[config.mk]
export PLATFORM = sky130hd
export DESIGN_NAME = selection_sort_engine
export DESIGN_NICKNAME = d
export VERILOG_FILES = /design/src/rtl/sse_pkg.sv /design/src/rtl/sse_queue.sv /design/src/rtl/sse_front.sv /design/src/rtl/sse_back.sv /design/src/rtl/selection_sort_engine.sv
export VERILOG_INCLUDE_DIRS = /design/src /design/src/rtl
export SDC_FILE = /design/constraint.sdc
export NUM_CORES = 2
export LEC_CHECK = 0
export BUFFER_PORTS_ARGS = -buffer_cell sky130_fd_sc_hd__buf_2
export CAP_MARGIN = 0
export CORE_ASPECT_RATIO = 0.75
export CORE_MARGIN = 2
export CORE_UTILIZATION = 45
export CTS_CLUSTER_SIZE = 28
export DETAILED_ROUTE_END_ITERATION = 16
export GPL_TIMING_DRIVEN = 0
export PLACE_DENSITY = 0.67
export SYNTH_ARGS = -nofsm -noshare
export SYNTH_HDL_FRONTEND = slang
export SYNTH_SLANG_ARGS = --single-unit
[constraint.sdc]
create_clock -name clk_i -period 10.5 [get_ports clk_i]
set_input_delay 3.15 -clock clk_i [delete_from_list [all_inputs] [get_ports clk_i]]
set_output_delay 3.15 -clock clk_i [all_outputs]
set_load 0.03 [all_outputs]
[src/rtl/selection_sort_engine_assert.svh]
// Assertion macros for the selection sort engine.
// Expects clk_i and rst_ni in the scope of every module that uses them.
`ifndef SELECTION_SORT_ENGINE_ASSERT_SVH
`define SELECTION_SORT_ENGINE_ASSERT_SVH

// Same-cycle implication, checked outside reset.
`define SSE_ASSERT_IMPLIES(lbl, ante, cons) \
  lbl: assert property (@(posedge clk_i) disable iff (!rst_ni) (ante) |-> (cons)) \
    else $error("sort engine assertion failed");

// Next-cycle implication, checked outside reset.
`define SSE_ASSERT_NEXT(lbl, ante, cons) \
  lbl: assert property (@(posedge clk_i) disable iff (!rst_ni) (ante) |=> (cons)) \
    else $error("sort engine assertion failed");

`endif

[src/rtl/sse_pkg.sv]
// Shared types and constants of the selection sort engine.
// No dependencies; the front, back and top level refer to it by scoped names.
`default_nettype none

package sse_pkg;

  localparam int unsigned DATA_BITS    = 32;
  localparam int unsigned PAYLOAD_BITS = 32;
  localparam int unsigned PADDR_BITS   = 3;
  localparam int unsigned PDATA_BITS   = 32;

  // Register byte addresses
  localparam logic [PADDR_BITS-1:0] ADDR_SIGNED_COMPARE = 3'd0;

  typedef struct packed {
    logic [DATA_BITS-1:0]    key;
    logic [PAYLOAD_BITS-1:0] payload;
    logic                    last_in;
  } in_item_t;

  typedef struct packed {
    logic [DATA_BITS-1:0]    sorted_key;
    logic [PAYLOAD_BITS-1:0] sorted_payload;
    logic                    last_out;
    logic                    overflow;
  } out_item_t;

endpackage

`default_nettype wire

[src/rtl/sse_queue.sv]
// Two-entry command queue between the front and the back of the sort engine.
// Generic over the entry type; no package needed.
`default_nettype none

module sse_queue #(
  parameter type entry_t = logic
) (
  input  wire logic   clk_i,
  input  wire logic   rst_ni,
  input  wire logic   push_i,
  input  wire entry_t push_data_i,
  output logic        full_o,
  input  wire logic   pop_i,
  output logic        valid_o,
  output entry_t      data_o
);

  entry_t     slot_q [2];
  logic       wr_ptr_q, rd_ptr_q;
  logic [1:0] fill_q;

  assign full_o  = fill_q == 2'd2;
  assign valid_o = fill_q != 2'd0;
  assign data_o  = slot_q[rd_ptr_q];

  always_ff @(posedge clk_i) begin
    if (push_i) begin
      slot_q[wr_ptr_q] <= push_data_i;
    end
  end

  always_ff @(posedge clk_i or negedge rst_ni) begin
    if (!rst_ni) begin
      wr_ptr_q <= 1'b0;
      rd_ptr_q <= 1'b0;
      fill_q   <= 2'd0;
    end else begin
      if (push_i) begin
        wr_ptr_q <= ~wr_ptr_q;
      end
      if (pop_i) begin
        rd_ptr_q <= ~rd_ptr_q;
      end
      case ({push_i, pop_i})
        2'b10:   fill_q <= fill_q + 2'd1;
        2'b01:   fill_q <= fill_q - 2'd1;
        default: fill_q <= fill_q;
      endcase
    end
  end

endmodule

`default_nettype wire

[src/rtl/sse_front.sv]
// Front end of the sort engine: counts list slots and classifies each item.
// Depends on sse_pkg for the input item type.
`default_nettype none

module sse_front #(
  parameter int unsigned MAX_ELEMENTS = 32,
  parameter int unsigned KEY_BITS     = 32,
  parameter type         cmd_t        = logic
) (
  input  wire logic              clk_i,
  input  wire logic              rst_ni,
  input  wire logic              accept_i,
  input  wire sse_pkg::in_item_t item_i,
  output logic                   push_o,
  output cmd_t                   cmd_o
);

  localparam int unsigned CW = $clog2(MAX_ELEMENTS + 1);

  logic [CW-1:0] count_q, count_d;
  logic          drop_q, drop_d;
  logic          full;

  assign full   = count_q == CW'(MAX_ELEMENTS);
  assign push_o = accept_i;

  always_comb begin
    cmd_o.key     = item_i.key[KEY_BITS-1:0];
    cmd_o.payload = item_i.payload;
    cmd_o.wr      = !full;
    cmd_o.close   = item_i.last_in;
    cmd_o.n       = full ? count_q : count_q + 1'b1;
    cmd_o.dropped = drop_q | full;
    count_d       = count_q;
    drop_d        = drop_q;
    if (accept_i) begin
      if (item_i.last_in) begin
        // list closed: start the next one empty
        count_d = '0;
        drop_d  = 1'b0;
      end else begin
        count_d = cmd_o.n;
        drop_d  = cmd_o.dropped;
      end
    end
  end

  always_ff @(posedge clk_i or negedge rst_ni) begin
    if (!rst_ni) begin
      count_q <= '0;
      drop_q  <= 1'b0;
    end else begin
      count_q <= count_d;
      drop_q  <= drop_d;
    end
  end

endmodule

`default_nettype wire

[src/rtl/sse_back.sv]
// Back end of the sort engine: element memory, selection sort passes, emit.
// Depends on sse_pkg and selection_sort_engine_assert.svh.
`default_nettype none

module sse_back #(
  parameter int unsigned MAX_ELEMENTS = 32,
  parameter int unsigned KEY_BITS     = 32,
  parameter type         cmd_t        = logic
) (
  input  wire logic        clk_i,
  input  wire logic        rst_ni,
  input  wire logic        cmd_valid_i,
  input  wire cmd_t        cmd_i,
  output logic             cmd_pop_o,
  input  wire logic        signed_compare_i,
  output logic             result_valid_o,
  output sse_pkg::out_item_t result_o
);

  localparam int unsigned AW = $clog2(MAX_ELEMENTS);
  localparam int unsigned CW = $clog2(MAX_ELEMENTS + 1);
  localparam int unsigned PW = sse_pkg::PAYLOAD_BITS;
  localparam int unsigned EW = KEY_BITS + PW;

  typedef enum logic [1:0] {
    ST_IDLE,
    ST_SCAN,
    ST_SWAP,
    ST_EMIT
  } state_e;

  state_e        state_q, state_d;
  logic [AW-1:0] top_q, top_d;
  logic [AW-1:0] iss_q, iss_d;
  logic          scan_last_q, scan_last_d;
  logic          rd_v_q, rd_v_d;
  logic [AW-1:0] rd_idx_q, rd_idx_d;
  logic [KEY_BITS-1:0] best_key_q, best_key_d;
  logic [PW-1:0]       best_pay_q, best_pay_d;
  logic [AW-1:0]       best_idx_q, best_idx_d;
  logic [KEY_BITS-1:0] topk_q, topk_d;
  logic [PW-1:0]       topp_q, topp_d;
  logic [AW-1:0] last_idx_q, last_idx_d;
  logic          ovf_q, ovf_d;
  logic          emit_v_q, emit_v_d;
  logic          emit_last_q, emit_last_d;

  logic [EW-1:0] mem [MAX_ELEMENTS];
  logic [EW-1:0] rdata_q;
  logic          we, re;
  logic [AW-1:0] wa, ra;
  logic [EW-1:0] wd;

  logic [KEY_BITS-1:0] rd_key, flip;
  logic [PW-1:0]       rd_pay;
  logic [CW-1:0]       cmd_last;
  logic                take;

  assign rd_key   = rdata_q[EW-1 -: KEY_BITS];
  assign rd_pay   = rdata_q[PW-1:0];
  assign cmd_last = cmd_i.n - 1'b1;
  // signed order: flip the sign bit, then compare unsigned
  assign flip     = {signed_compare_i, {(KEY_BITS-1){1'b0}}};
  // first strictly greatest key wins; the first read of a pass seeds it
  assign take     = rd_v_q && ((rd_idx_q == '0) || ((rd_key ^ flip) > (best_key_q ^ flip)));

  always_ff @(posedge clk_i) begin
    if (we) begin
      mem[wa] <= wd;
    end
    if (re) begin
      rdata_q <= mem[ra];
    end
  end

  always_comb begin
    state_d     = state_q;
    top_d       = top_q;
    iss_d       = iss_q;
    scan_last_d = scan_last_q;
    rd_v_d      = 1'b0;
    rd_idx_d    = rd_idx_q;
    best_key_d  = take ? rd_key : best_key_q;
    best_pay_d  = take ? rd_pay : best_pay_q;
    best_idx_d  = take ? rd_idx_q : best_idx_q;
    topk_d      = topk_q;
    topp_d      = topp_q;
    last_idx_d  = last_idx_q;
    ovf_d       = ovf_q;
    emit_v_d    = 1'b0;
    emit_last_d = 1'b0;
    we          = 1'b0;
    wa          = top_q;
    wd          = {best_key_d, best_pay_d};
    re          = 1'b0;
    ra          = iss_q;
    cmd_pop_o   = 1'b0;
    case (state_q)
      ST_IDLE: begin
        if (cmd_valid_i) begin
          cmd_pop_o = 1'b1;
          if (cmd_i.wr) begin
            we = 1'b1;
            wa = cmd_last[AW-1:0];
            wd = {cmd_i.key, cmd_i.payload};
          end
          if (cmd_i.close) begin
            last_idx_d  = cmd_last[AW-1:0];
            top_d       = cmd_last[AW-1:0];
            ovf_d       = cmd_i.dropped;
            iss_d       = '0;
            scan_last_d = 1'b0;
            state_d     = (cmd_last[AW-1:0] != '0) ? ST_SCAN : ST_EMIT;
          end
        end
      end
      ST_SCAN: begin
        if (!scan_last_q) begin
          re       = 1'b1;
          rd_v_d   = 1'b1;
          rd_idx_d = iss_q;
          if (iss_q == top_q) begin
            scan_last_d = 1'b1;
          end else begin
            iss_d = iss_q + 1'b1;
          end
        end
        if (rd_v_q && (rd_idx_q == top_q)) begin
          // pass done: move the winner into the top slot
          we      = 1'b1;
          wa      = top_q;
          wd      = {best_key_d, best_pay_d};
          topk_d  = rd_key;
          topp_d  = rd_pay;
          state_d = ST_SWAP;
        end
      end
      ST_SWAP: begin
        we          = 1'b1;
        wa          = best_idx_q;
        wd          = {topk_q, topp_q};
        top_d       = top_q - 1'b1;
        iss_d       = '0;
        scan_last_d = 1'b0;
        state_d     = (top_q == AW'(1)) ? ST_EMIT : ST_SCAN;
      end
      ST_EMIT: begin
        re          = 1'b1;
        emit_v_d    = 1'b1;
        emit_last_d = iss_q == last_idx_q;
        if (iss_q == last_idx_q) begin
          state_d = ST_IDLE;
        end else begin
          iss_d = iss_q + 1'b1;
        end
      end
      default: begin
        state_d = ST_IDLE;
      end
    endcase
  end

  always_ff @(posedge clk_i or negedge rst_ni) begin
    if (!rst_ni) begin
      state_q     <= ST_IDLE;
      top_q       <= '0;
      iss_q       <= '0;
      scan_last_q <= 1'b0;
      rd_v_q      <= 1'b0;
      rd_idx_q    <= '0;
      best_key_q  <= '0;
      best_pay_q  <= '0;
      best_idx_q  <= '0;
      topk_q      <= '0;
      topp_q      <= '0;
      last_idx_q  <= '0;
      ovf_q       <= 1'b0;
      emit_v_q    <= 1'b0;
      emit_last_q <= 1'b0;
    end else begin
      state_q     <= state_d;
      top_q       <= top_d;
      iss_q       <= iss_d;
      scan_last_q <= scan_last_d;
      rd_v_q      <= rd_v_d;
      rd_idx_q    <= rd_idx_d;
      best_key_q  <= best_key_d;
      best_pay_q  <= best_pay_d;
      best_idx_q  <= best_idx_d;
      topk_q      <= topk_d;
      topp_q      <= topp_d;
      last_idx_q  <= last_idx_d;
      ovf_q       <= ovf_d;
      emit_v_q    <= emit_v_d;
      emit_last_q <= emit_last_d;
    end
  end

  assign result_valid_o          = emit_v_q;
  assign result_o.sorted_key     = sse_pkg::DATA_BITS'(rd_key);
  assign result_o.sorted_payload = rd_pay;
  assign result_o.last_out       = emit_last_q;
  assign result_o.overflow       = ovf_q;

`include "selection_sort_engine_assert.svh"

  `SSE_ASSERT_NEXT(a_last_ends_list, result_valid_o && result_o.last_out, !result_valid_o)
  `SSE_ASSERT_IMPLIES(a_swap_in_range, state_q == ST_SWAP, best_idx_q <= top_q)
  `SSE_ASSERT_IMPLIES(a_no_scan_while_emit, emit_v_q, !rd_v_q)

endmodule

`default_nettype wire

[src/rtl/selection_sort_engine.sv]
// Top level of the selection sort engine: register port, front, queue, back.
// Depends on sse_pkg, sse_front, sse_queue and sse_back.
//
//   channel   handshake                   payload
//   -------   -------------------------   ------------------------------------
//   input     start, busy                 item_i (key, payload, last_in)
//   result    result_valid_o (strobe)     result_o (sorted_key, sorted_payload,
//                                         last_out, overflow)
//   config    psel/penable/pwrite/pready  paddr, pwdata, prdata
//
// Flow: the front takes one item per cycle while the two-entry queue has room;
// the back writes each element into its memory as it pops the command. A closing
// item of an N-element list starts a selection pass for each top from N-1 down
// to 1, the element memory's single read port setting the pace, then the emit
// of the N sorted elements in ascending key order.
// Reset clears control and working registers; the element memory holds no reset value.
// busy rises while the queue is full, i.e. while the back sorts or emits a list
// and two more items wait. Results leave as one-cycle strobes, never stalled.
`default_nettype none

module selection_sort_engine #(
  parameter int unsigned MAX_ELEMENTS = 32,
  parameter int unsigned KEY_BITS     = 32
) (
  input  wire logic                               clk_i,
  input  wire logic                               rst_ni,
  // item channel
  input  wire logic                               start,
  output logic                                    busy,
  input  wire sse_pkg::in_item_t                  item_i,
  // result channel
  output logic                                    result_valid_o,
  output sse_pkg::out_item_t                      result_o,
  // register port
  input  wire logic                               psel,
  input  wire logic                               penable,
  input  wire logic                               pwrite,
  input  wire logic [sse_pkg::PADDR_BITS-1:0]     paddr,
  input  wire logic [sse_pkg::PDATA_BITS-1:0]     pwdata,
  output logic [sse_pkg::PDATA_BITS-1:0]          prdata,
  output logic                                    pready
);

  localparam int unsigned CW = $clog2(MAX_ELEMENTS + 1);

  // One command per accepted transaction, front to back.
  typedef struct packed {
    logic [KEY_BITS-1:0]              key;
    logic [sse_pkg::PAYLOAD_BITS-1:0] payload;
    logic                             wr;       // element kept in the store
    logic                             close;    // list ends: sort and emit
    logic [CW-1:0]                    n;        // elements kept so far
    logic                             dropped;  // list lost an element
  } cmd_t;

  logic signed_compare_q;
  logic accept;
  logic push, q_full, q_valid, pop;
  cmd_t push_cmd, pop_cmd;

  // Register port: always ready, one register.
  assign pready = 1'b1;

  always_ff @(posedge clk_i or negedge rst_ni) begin
    if (!rst_ni) begin
      signed_compare_q <= 1'b0;
    end else if (psel && penable && pwrite && (paddr == sse_pkg::ADDR_SIGNED_COMPARE)) begin
      signed_compare_q <= pwdata[0];
    end
  end

  assign prdata = (paddr == sse_pkg::ADDR_SIGNED_COMPARE)
                  ? sse_pkg::PDATA_BITS'(signed_compare_q) : '0;

  // Hold off new transactions only while the queue cannot take one.
  assign busy   = q_full;
  assign accept = start && !busy;

  sse_front #(
    .MAX_ELEMENTS (MAX_ELEMENTS),
    .KEY_BITS     (KEY_BITS),
    .cmd_t        (cmd_t)
  ) u_front (
    .clk_i    (clk_i),
    .rst_ni   (rst_ni),
    .accept_i (accept),
    .item_i   (item_i),
    .push_o   (push),
    .cmd_o    (push_cmd)
  );

  sse_queue #(
    .entry_t (cmd_t)
  ) u_queue (
    .clk_i       (clk_i),
    .rst_ni      (rst_ni),
    .push_i      (push),
    .push_data_i (push_cmd),
    .full_o      (q_full),
    .pop_i       (pop),
    .valid_o     (q_valid),
    .data_o      (pop_cmd)
  );

  sse_back #(
    .MAX_ELEMENTS (MAX_ELEMENTS),
    .KEY_BITS     (KEY_BITS),
    .cmd_t        (cmd_t)
  ) u_back (
    .clk_i            (clk_i),
    .rst_ni           (rst_ni),
    .cmd_valid_i      (q_valid),
    .cmd_i            (pop_cmd),
    .cmd_pop_o        (pop),
    .signed_compare_i (signed_compare_q),
    .result_valid_o   (result_valid_o),
    .result_o         (result_o)
  );

endmodule

`default_nettype wire
==> results.json <==
{
  "ir_drop_v": 0.000269,
  "holdBufCountCts": 0,
  "clkTransAtPathRegs_ns": 0.06,
  "final_common_cell": "edfxtp_1",
  "path_cells": "buf_2, nor3_1, and2_1, buf_2",
  "critical_path_buf_inv_count": 2,
  "insertion_delay_ns": 0.87,
  "slowest_delay_ns": 0.23,
  "relSlewSlack": -0.0558,
  "post-place-ws_ns": 3.54,
  "coreArea_sq_mm": 0.208,
  "placementRows": 145,
  "postCtsSetupRepairBufs": 0,
  "io_buffers": 143,
  "ys_ff_latch": 2428,
  "synthCells": 4090,
  "clock_skew_ns": 0.0484,
  "cp.arrival_ns": 3.83,
  "startpoint_type": "input port",
  "status": "finished with violations",
  "min_from": "u_back.ovf_q",
  "syn_area_per_cell_sq_um": 23.0,
  "cts.sinks": 2428,
  "synthMuxAreaShare": 0.188,
  "internal_power_mw": 24.1,
  "root_buffer": "clkbuf_16",
  "netSwitchingFraction": 0.345,
  "end_kind": "output pin",
  "hold_class": "flip-flop to flip-flop",
  "io_pins": 207,
  "final_nets": 4753,
  "synth-compound-area-share": 0.0133,
  "vias": 46833,
  "grt_pass1_wl_mm": 362,
  "place_hpwl_mm": 170,
  "cap_viol_max_count": 6,
  "p_sw_mw": 12.7,
  "clkPwrFrac": 0.224,
  "synth.area.top_cells": "edfxtp_1, mux4_2, dfrtp_1, mux2_2, mux2_4",
  "dieArea_sq_mm": 0.213,
  "setup_viol": 0,
  "synth_top_area_cell": "edfxtp_1",
  "synthAdderAreaFrac": 0.00519,
  "design_area_sq_mm": 0.109,
  "yosys.area_share.simple": 0.0110,
  "drt-initial-drc-count": 7436,
  "worst_pin_slew_ns": 1.58,
  "grt_overflow": 0,
  "grt_setup_unrepaired": "no",
  "max-clock-path-buffers": 3,
  "grt.total_usage": 0.244,
  "initial_core_util": 0.452,
  "fp.dieW_microns": 532,
  "crit_start": "paddr[1]",
  "place_area_sq_mm": 0.101,
  "fmax_mhz": 143,
  "routabilityCongestion": 0.827,
  "cts_tree": "done",
  "area_growth_pct": 15.4,
  "mostFrequentLayoutCells": "edfxtp_1, mux4_2, clkbuf_16, clkbuf_1, buf_2",
  "grt_pass1_vias": 45920,
  "drc": 0,
  "netlist_area_sq_mm": 0.0941,
  "post-route-period-util": 0.664,
  "totalWireLength_mm": 260,
  "drtPass1Iterations": 8,
  "reg2reg_depth": 10,
  "via_per_inst": 6.16,
  "cp.required_ns": 7.35,
  "pwr_density_cell_mw_per_mm2": 339,
  "p_comb_frac": 0.353,
  "wl_per_cell_microns": 34.2,
  "cts_htree_levels": 4,
  "synth_xor_area_frac": 0.00289,
  "power_leakage_nw": 35.2,
  "synth_top_cell_area_share": 0.720,
  "p_total_mw": 36.8,
  "hold_depth": 2,
  "ys_types": 58,
  "postRouteAntennaNets": 0,
  "yosysWarnings": 0,
  "cpMostUsedCell": "buf_2",
  "cts_resized": 0,
  "synth_top_family_by_area": "multiplexers",
  "violations": "capacitance limit, slew limit",
  "cpLargestDelayFamily": "simple AND/OR/NAND/NOR gates",
  "synthArstFlopShare": 0.0708,
  "p_seq_frac": 0.423,
  "numCtsBuffers": 225,
  "cp_num_cells": 4,
  "path_max_fanout": 2,
  "die_h_microns": 400,
  "layout_setup_ws_ns": 3.52,
  "drive_gt1_frac": 0.323,
  "synth_edf_count": 2256,
  "slew_viol_final": 55,
  "r2r_start": "u_back.rdata_q[47]",
  "seq_area_frac_synth": 0.766,
  "synthFlopType": "edfxtp_1",
  "antenna_found_initial": 14,
  "period_needed_ns": 6.98,
  "hold_viol_final": 0,
  "grt_max_degree": 90,
  "critical_path_class": "input port to output pin",
  "slowest_stage": "nor3_1"
}
## final cells by class
| cell class | count | area [sq um] |
|---|---|---|
| multi-input combinational | 1401 | 21100 |
| fill | 15818 | 99500 |
| antenna | 6 | 15.0 |
| buffer | 245 | 1160 |
| timing repair buffer | 261 | 3180 |
| sequential | 2428 | 72000 |
| inverter | 46 | 173 |
| clock buffer | 325 | 6350 |
| clock inverter | 102 | 1050 |
| tap | 2793 | 3490 |
## routing by layer
| metal | global-route usage | vias to the layer above | wire, microns | part of all wire |
|---|---|---|---|---|
| met4 | 0.0934 | 0 | 11200 | 0.043 |
| met5 | 0 | - | 0 | 0 |
| met1 | 0.343 | 25227 | 101000 | 0.39 |
| met3 | 0.0578 | 482 | 28700 | 0.11 |
| met2 | 0.374 | 2892 | 120000 | 0.46 |
| li1 | - | 18232 | - | - |
## flip-flops by register name, summed over array words and instances, names as in the netlist, 5 cells and up
register	cells
u_back.mem	2048
u_back.best_key_q	32
u_back.rdata_q	64
u_back.rd_idx_q	5
u_front.count_q	6
u_back.topp_q	32
u_back.top_q	5
u_back.last_idx_q	5
u_back.best_idx_q	5
u_back.iss_q	5
u_back.topk_q	32
u_back.best_pay_q	32
u_queue.slot_q	144
## final timing paths
check                                       end  slack (ns)
max                                   prdata[0]        3.52
min                                u_back.ovf_q        0.48
max reg2reg                  u_back.mem[22][31]        5.07
min reg2reg                        u_back.ovf_q        0.48
max in group asynchronous  u_back.best_pay_q[2]        7.10
min in group asynchronous    u_back.emit_last_q        2.27
## Yosys cell counts (all sizes together), types with 8 or more instances
cell type / number
mux2: 204
clkbuf: 129
dfrtp: 172
edfxtp: 2256
a21oi: 24
inv: 45
xnor2: 14
buf: 116
nor3: 11
o221a: 63
mux4: 640
nor2: 70
nand3: 18
mux2i: 71
nand2: 104
xor2: 17
a22oi: 8
o21ai: 25
ha: 39
nand4: 8
## worst register-to-register path, stage by stage (launching register included)
cell and delay [ns]:
edfxtp_1 0.47, ha_1 0.36, nand4_1 0.24, nor3_1 0.69, a21boi_0 0.57, o41ai_1 0.32, and4_1 0.35, nor2_4 0.28
buf_6 0.35, mux2_4 0.24, o221a_1 1.11
## cells by family after synthesis
kind of cell	after synthesis
AO/OA/AOI/OAI	148
XOR/XNOR	31
multiplexers	915
adder cells (fa/ha/maj)	39
buffers and inverters	291
flip-flops	2428
other	2
AND/OR/NAND/NOR	236
## stage by stage
stage,setup TNS [ns],util,instances,hold WS [ns]
after floorplan,0,-,4120,0.451
after global placement,-19.20,0.473,7056,0.478
after detailed placement,0,0.486,7173,0.478
after CTS,0,0.522,7600,0.493
after global routing,0,0.522,7603,0.506
final,0,0.522,7607,0.482
## power groups by stage
stage / registers, mW / clock network [mW] / logic (mW)
floorplan: 15.7 / 0 / 7.62
global route: 15.6 / 8.67 / 13.6
finish: 15.6 / 8.23 / 13.0
detailed placement: 15.7 / 0 / 12.8
CTS: 15.6 / 8.30 / 12.9
global placement: 15.8 / 0 / 12.2
No activity file was read; power rests on OpenSTA's default activity.
